## config.mk

```make
export PLATFORM = sky130hd
export DESIGN_NAME = pcbd_cell
export DESIGN_NICKNAME = d
export VERILOG_FILES = /design/src/hdl/pcbd_pkg.sv /design/src/hdl/pcbd_cell.sv
export SDC_FILE = /design/constraint.sdc
export NUM_CORES = 1
export LEC_CHECK = 0
export BUFFER_PORTS_ARGS = -buffer_cell sky130_fd_sc_hd__buf_2
export CAP_MARGIN = 30
export CORE_ASPECT_RATIO = 0.9
export CORE_MARGIN = 5
export CORE_UTILIZATION = 45
export CTS_CLUSTER_SIZE = 14
export DETAILED_ROUTE_END_ITERATION = 8
export PLACE_DENSITY = 0.73
export RECOVER_POWER = 25
export SLEW_MARGIN = 20
export SYNTH_ARGS = -nofsm -noshare
export SYNTH_HDL_FRONTEND = slang
export SYNTH_SLANG_ARGS = --single-unit
```

## constraint.sdc

```tcl
create_clock -name aclk -period 4.1 [get_ports aclk]
set_clock_uncertainty 0.1 [all_clocks]
set_input_delay 0.41 -clock aclk [delete_from_list [all_inputs] [get_ports aclk]]
set_output_delay 0.41 -clock aclk [all_outputs]
set_load 0.02 [all_outputs]
```

## src/hdl/pcbd_pkg.sv

```systemverilog
package pcbd_pkg;

    // Input item modes
    typedef enum logic [1:0] {
        MODE_CLEAR = 2'd0,
        MODE_LOAD  = 2'd1,
        MODE_DATA  = 2'd2,
        MODE_NONE  = 2'd3
    } mode_t;

    // Symbols with a first byte above this carry a second byte
    localparam logic [7:0] SYM_SPLIT = 8'd127;

    // Accumulator state passed down the cell chain
    typedef struct packed {
        logic [63:0] bits;
        logic [6:0]  len;
    } acc_t;

    // Match result passed down the cell chain
    typedef struct packed {
        logic        hit;
        logic [15:0] symbol;
    } hit_t;

endpackage

```

## src/hdl/pcbd_cell.sv

```systemverilog
// One table entry: holds its code and compares it with the accumulator.
// The hit from lower-indexed cells has priority and passes on unchanged.
module pcbd_cell (
    input  logic           aclk,
    input  logic           load_en,
    input  logic [31:0]    ld_code,
    input  logic [5:0]     ld_len,
    input  logic [15:0]    ld_sym,
    input  logic           active,
    input  pcbd_pkg::acc_t acc,
    input  pcbd_pkg::hit_t hit_in,
    output pcbd_pkg::hit_t hit_out
);
    logic [31:0] code_reg;
    logic [5:0]  len_reg;
    logic [15:0] sym_reg;
    logic [63:0] mask;
    logic        match;

    // Entry storage
    always_ff @(posedge aclk) begin
        if (load_en) begin
            code_reg <= ld_code;
            len_reg  <= ld_len;
            sym_reg  <= ld_sym;
        end
    end

    // Exact code and length compare
    always_comb begin
        mask  = (64'd1 << len_reg) - 64'd1;
        match = active && (len_reg != 6'd0) && ({1'b0, len_reg} == acc.len)
                && (({32'd0, code_reg} & mask) == acc.bits);
        if (hit_in.hit) begin
            hit_out = hit_in;
        end else begin
            hit_out.hit    = match;
            hit_out.symbol = sym_reg;
        end
    end
endmodule

```

* Word level (Yosys, flattened, before mapping) *
Cells that the tools add are included.

word-level totals
  flip-flop bits (word level) = 54
  input port bits = 145

cells by class
  $add $sub $neg = 1
  equal/unequal tests = 2
  shift-type cells = 1
  mux-type cells = 1
  bitwise logic cells = 1
  reduce and logical (&&, ||, !) cells = 4

operator list
  cell                                                number
  bitwise AND 32 x 64 -> 64 bit                       1
  equality test 64 bit                                1
  left shift 1 x 6 -> 64 bit, first input constant    1
  subtractor 64 x 1 -> 64 bit, second input constant  1
  2-to-1 mux 17 bit                                   1
  equality test 6 x 7 -> 1 bit                        1
  nonzero test 6 bit                                  1
  logical AND 1 bit                                   3

* Longest topological paths before layout *
  depth in word-level cells = 6
  depth in mapped cells = 13
  depth with buffers taken out = 10

* Least setup slack after synthesis *
No wires, ideal clock.

  path type = register -> output
  start = register len_reg[1]
  end = output port hit_out[16] (netlist name)
  arrival = 2,846 ps
  required time = 3,590 ps
  slack = 744 ps
  stages on the path, launching flop included = 14
  path through = edfxtp_1 buf_2 buf_2 inv_1 nand3_1 ha_1 clkbuf_1 or4_4 o211ai_2 a21oi_2 a2111oi_4 nand4_1 nor4_2 a31o_1

RTL lines
  what                      RTL line         source
  start: declaration        pcbd_cell.sv:15  logic [5:0] len_reg;
  start signal: assignment  pcbd_cell.sv:24  len_reg <= ld_len;
  end: declaration          pcbd_cell.sv:12  output pcbd_pkg::hit_t hit_out

==> metrics.txt <==
status completed; final count of hold timing violations 0; Power Dens Cells 310 mW/mm^2; P_int 1000 uW; Post-Synth XOR/XNOR Area 3.83%; Slew Viols, Final 0; share of post-route cells with drive strength above 1 42.3%; Sink Count 54; Placer Congestion 0.934; dpl hpwl 9520 um; cell area after synthesis 0.00366 mm^2; Yosys top cell by area edfxtp_1; Detailed Route WL 12200 um; CTS root buffer clkbuf_8; Final #Nets 653; RSZ-0062 raised after global routing false; total CTS buffers 5; DRC errors left 0; Clock power frac 27.4%; Port Buffers 161; Unique masters post-synth 73; Leak Pwr 0.00187 uW; syn nets 494; worst-path maximum fanout 10; routed length per placed instance 20.2 um; multiplexer share of the synthesized area 7.52%; post-cts resize count 0; Final Setup Violations 0; initial antenna violation count 0; GRT Overall Usage 24.4%; Worst setup EP type output pin; post-synthesis sequential area ratio 44.3%; Worst Path Required 3.59 ns; Vert. Die Dim 95.6 um; post-route minimum period 3.84 ns; H-Tree Depth 2; top post-synthesis cells by area edfxtp_1 (44%), mux2_2 (6.2%), xnor2_1 (3.3%), o21ai_0 (3.3%), nor4_1 (2.6%); fin util 58.3%; row count 31; Slew headroom 48.7%; postcts setup bufs 0; 1st-iter DRT viols 248; antenna-violating nets left 0; ys flop type edfxtp_1; Worst Path Arrival 3.33 ns; max cap viols 0; total gr overflow 0; Seq cells post-synth 54; Logic pwr share 25.8%; Yosys top cell area share 44.3%; max reg flops 32; CP Launch Type flop; worst vdd ir 0.000169 V; CP Class reg2out; Hold Crit Start ld_code[0]; post-synthesis compound-gate area fraction 18.3%; ant diodes 0; Die Width 105 um; Reg clk slew, reported paths 0.12 ns; cts hold-fix bufs 0; first-pass GRT wire length 19200 um; full die area 0.0100 mm^2; EDFF count, synth 54; Synth Warn # 0; Setup TNS 0 ns; switching share of total power 30.5%; CTS tree done; Synth Area in Simple Gates 20.4%; Mapped Cells 348; area grow syn2layout 27.3%; DR pass1 iterations 5; largest family of logic cells by synthesized area simple AND/OR/NAND/NOR gates; core area 0.00799 mm^2; pin count of the biggest net entering global routing 34; sequential power share 46.8%; Initial Utilization 45.8%; I/O pin count 162; P_sw 440 uW; Slew @ Worst Pin 0.759 ns; ys async rst share 0%; vias in the first global route 3751; Post-Syn Area per Cell 10.5 um^2; hold crit path type in2reg; crit path from len_reg[4]; Achievable Freq 0.260 GHz; total vias in the final route 3547; CTS Buffer Depth 2; Final period util 93.8%; vias per inst 5.84; Synth Area in Adders 0.342%
==> power by group through the flow <==
| stage | registers, uW | clock network, uW | logic, uW |
|---|---|---|---|
| floorplan | 682 | 0 | 216 |
| global placement | 687 | 0 | 370 |
| detailed placement | 688 | 0 | 370 |
| CTS | 676 | 402 | 371 |
| global route | 681 | 425 | 407 |
| finish | 676 | 395 | 373 |
==> layout by cell type, fill, tap and decap left out, types with 4 or more instances in the layout <==
master	synthesis	layout
nor4_1	15	15
o2111ai_1	6	6
xnor2_1	14	14
nand4_1	6	6
mux2i_1	5	5
buf_2	8	161
nor2b_1	9	9
nand3_1	9	9
nor2_1	20	20
nand2b_1	8	8
inv_1	18	18
clkbuf_8	0	5
o21ai_0	24	24
mux2_2	20	20
nand3b_1	4	4
a21oi_1	10	10
a31oi_1	4	4
buf_4	1	11
edfxtp_1	54	54
nor3_1	5	5
nand2_1	16	16
o21a_1	5	5
==> synth_stat cells, types with 6 or more instances <==
| cell type | number |
|---|---|
| edfxtp_1 | 54 |
| buf_2 | 8 |
| nor2_1 | 20 |
| o21ai_0 | 24 |
| nor2b_1 | 9 |
| nand4_1 | 6 |
| nor4_1 | 15 |
| nand3_1 | 9 |
| a21oi_1 | 10 |
| mux2_2 | 20 |
| nand2b_1 | 8 |
| nand2_1 | 16 |
| inv_1 | 18 |
| xnor2_1 | 14 |
| o2111ai_1 | 6 |
==> metrics by stage <==
step	std cells	hold slack (ns)	area, um^2	worst slack, ns	total power (uW)
2_1_floorplan	348	0.409	3660	0.744	898
3_3_place_gp	599	0.486	4550	0.682	1060
3_5_place_dp	599	0.488	4550	0.633	1060
4_1_cts	607	0.146	4660	0.248	1450
5_1_grt	607	0.132	4660	0.0103	1510
6_report	607	0.150	4660	0.256	1440
==> worst max-delay path: stages, from the launching register on <==
cell,delay (ns)
edfxtp_1,0.45
nor4_4,0.37
nand3_1,0.12
ha_1,0.31
or4_4,0.49
o211ai_2,0.21
a21oi_2,0.06
a2111oi_4,0.32
nand4_1,0.16
nor4_2,0.16
a31o_1,0.19
buf_2,0.17
==> area by class of cell <==
cell class | count | area (um^2)
clock buffers | 5 | 68.8
clock inverters | 3 | 47.5
fillers | 736 | 3330
inverters | 18 | 67.6
multi-input cells | 256 | 1840
flip-flops and latches | 54 | 1620
well taps | 99 | 124
repair buffers | 172 | 888
==> kinds of logic after synthesis <==
group	Yosys count
AND/OR/NAND/NOR	121
XOR/XNOR	16
adder cells (fa/ha/maj)	1
buffers and inverters	38
flip-flops	54
multiplexers	25
AO/OA/AOI/OAI	93
==> per-layer routing <==
layer / vias up / track usage [%] / part of all wire, %
met5: - / 0 / 0
met4: 0 / 8.20 / 2.1
met3: 19 / 5.82 / 9.6
met2: 207 / 40.8 / 47
met1: 1652 / 31.3 / 42
li1: 1669 / - / -
==> final timing paths <==
| check | to | cells after the start | slack [ns] |
|---|---|---|---|
| hold / removal | code_reg[0] | 1 | 0.15 |
| setup / recovery | hit_out[16] | 11 | 0.26 |
(Power assumes the default switching activity.)
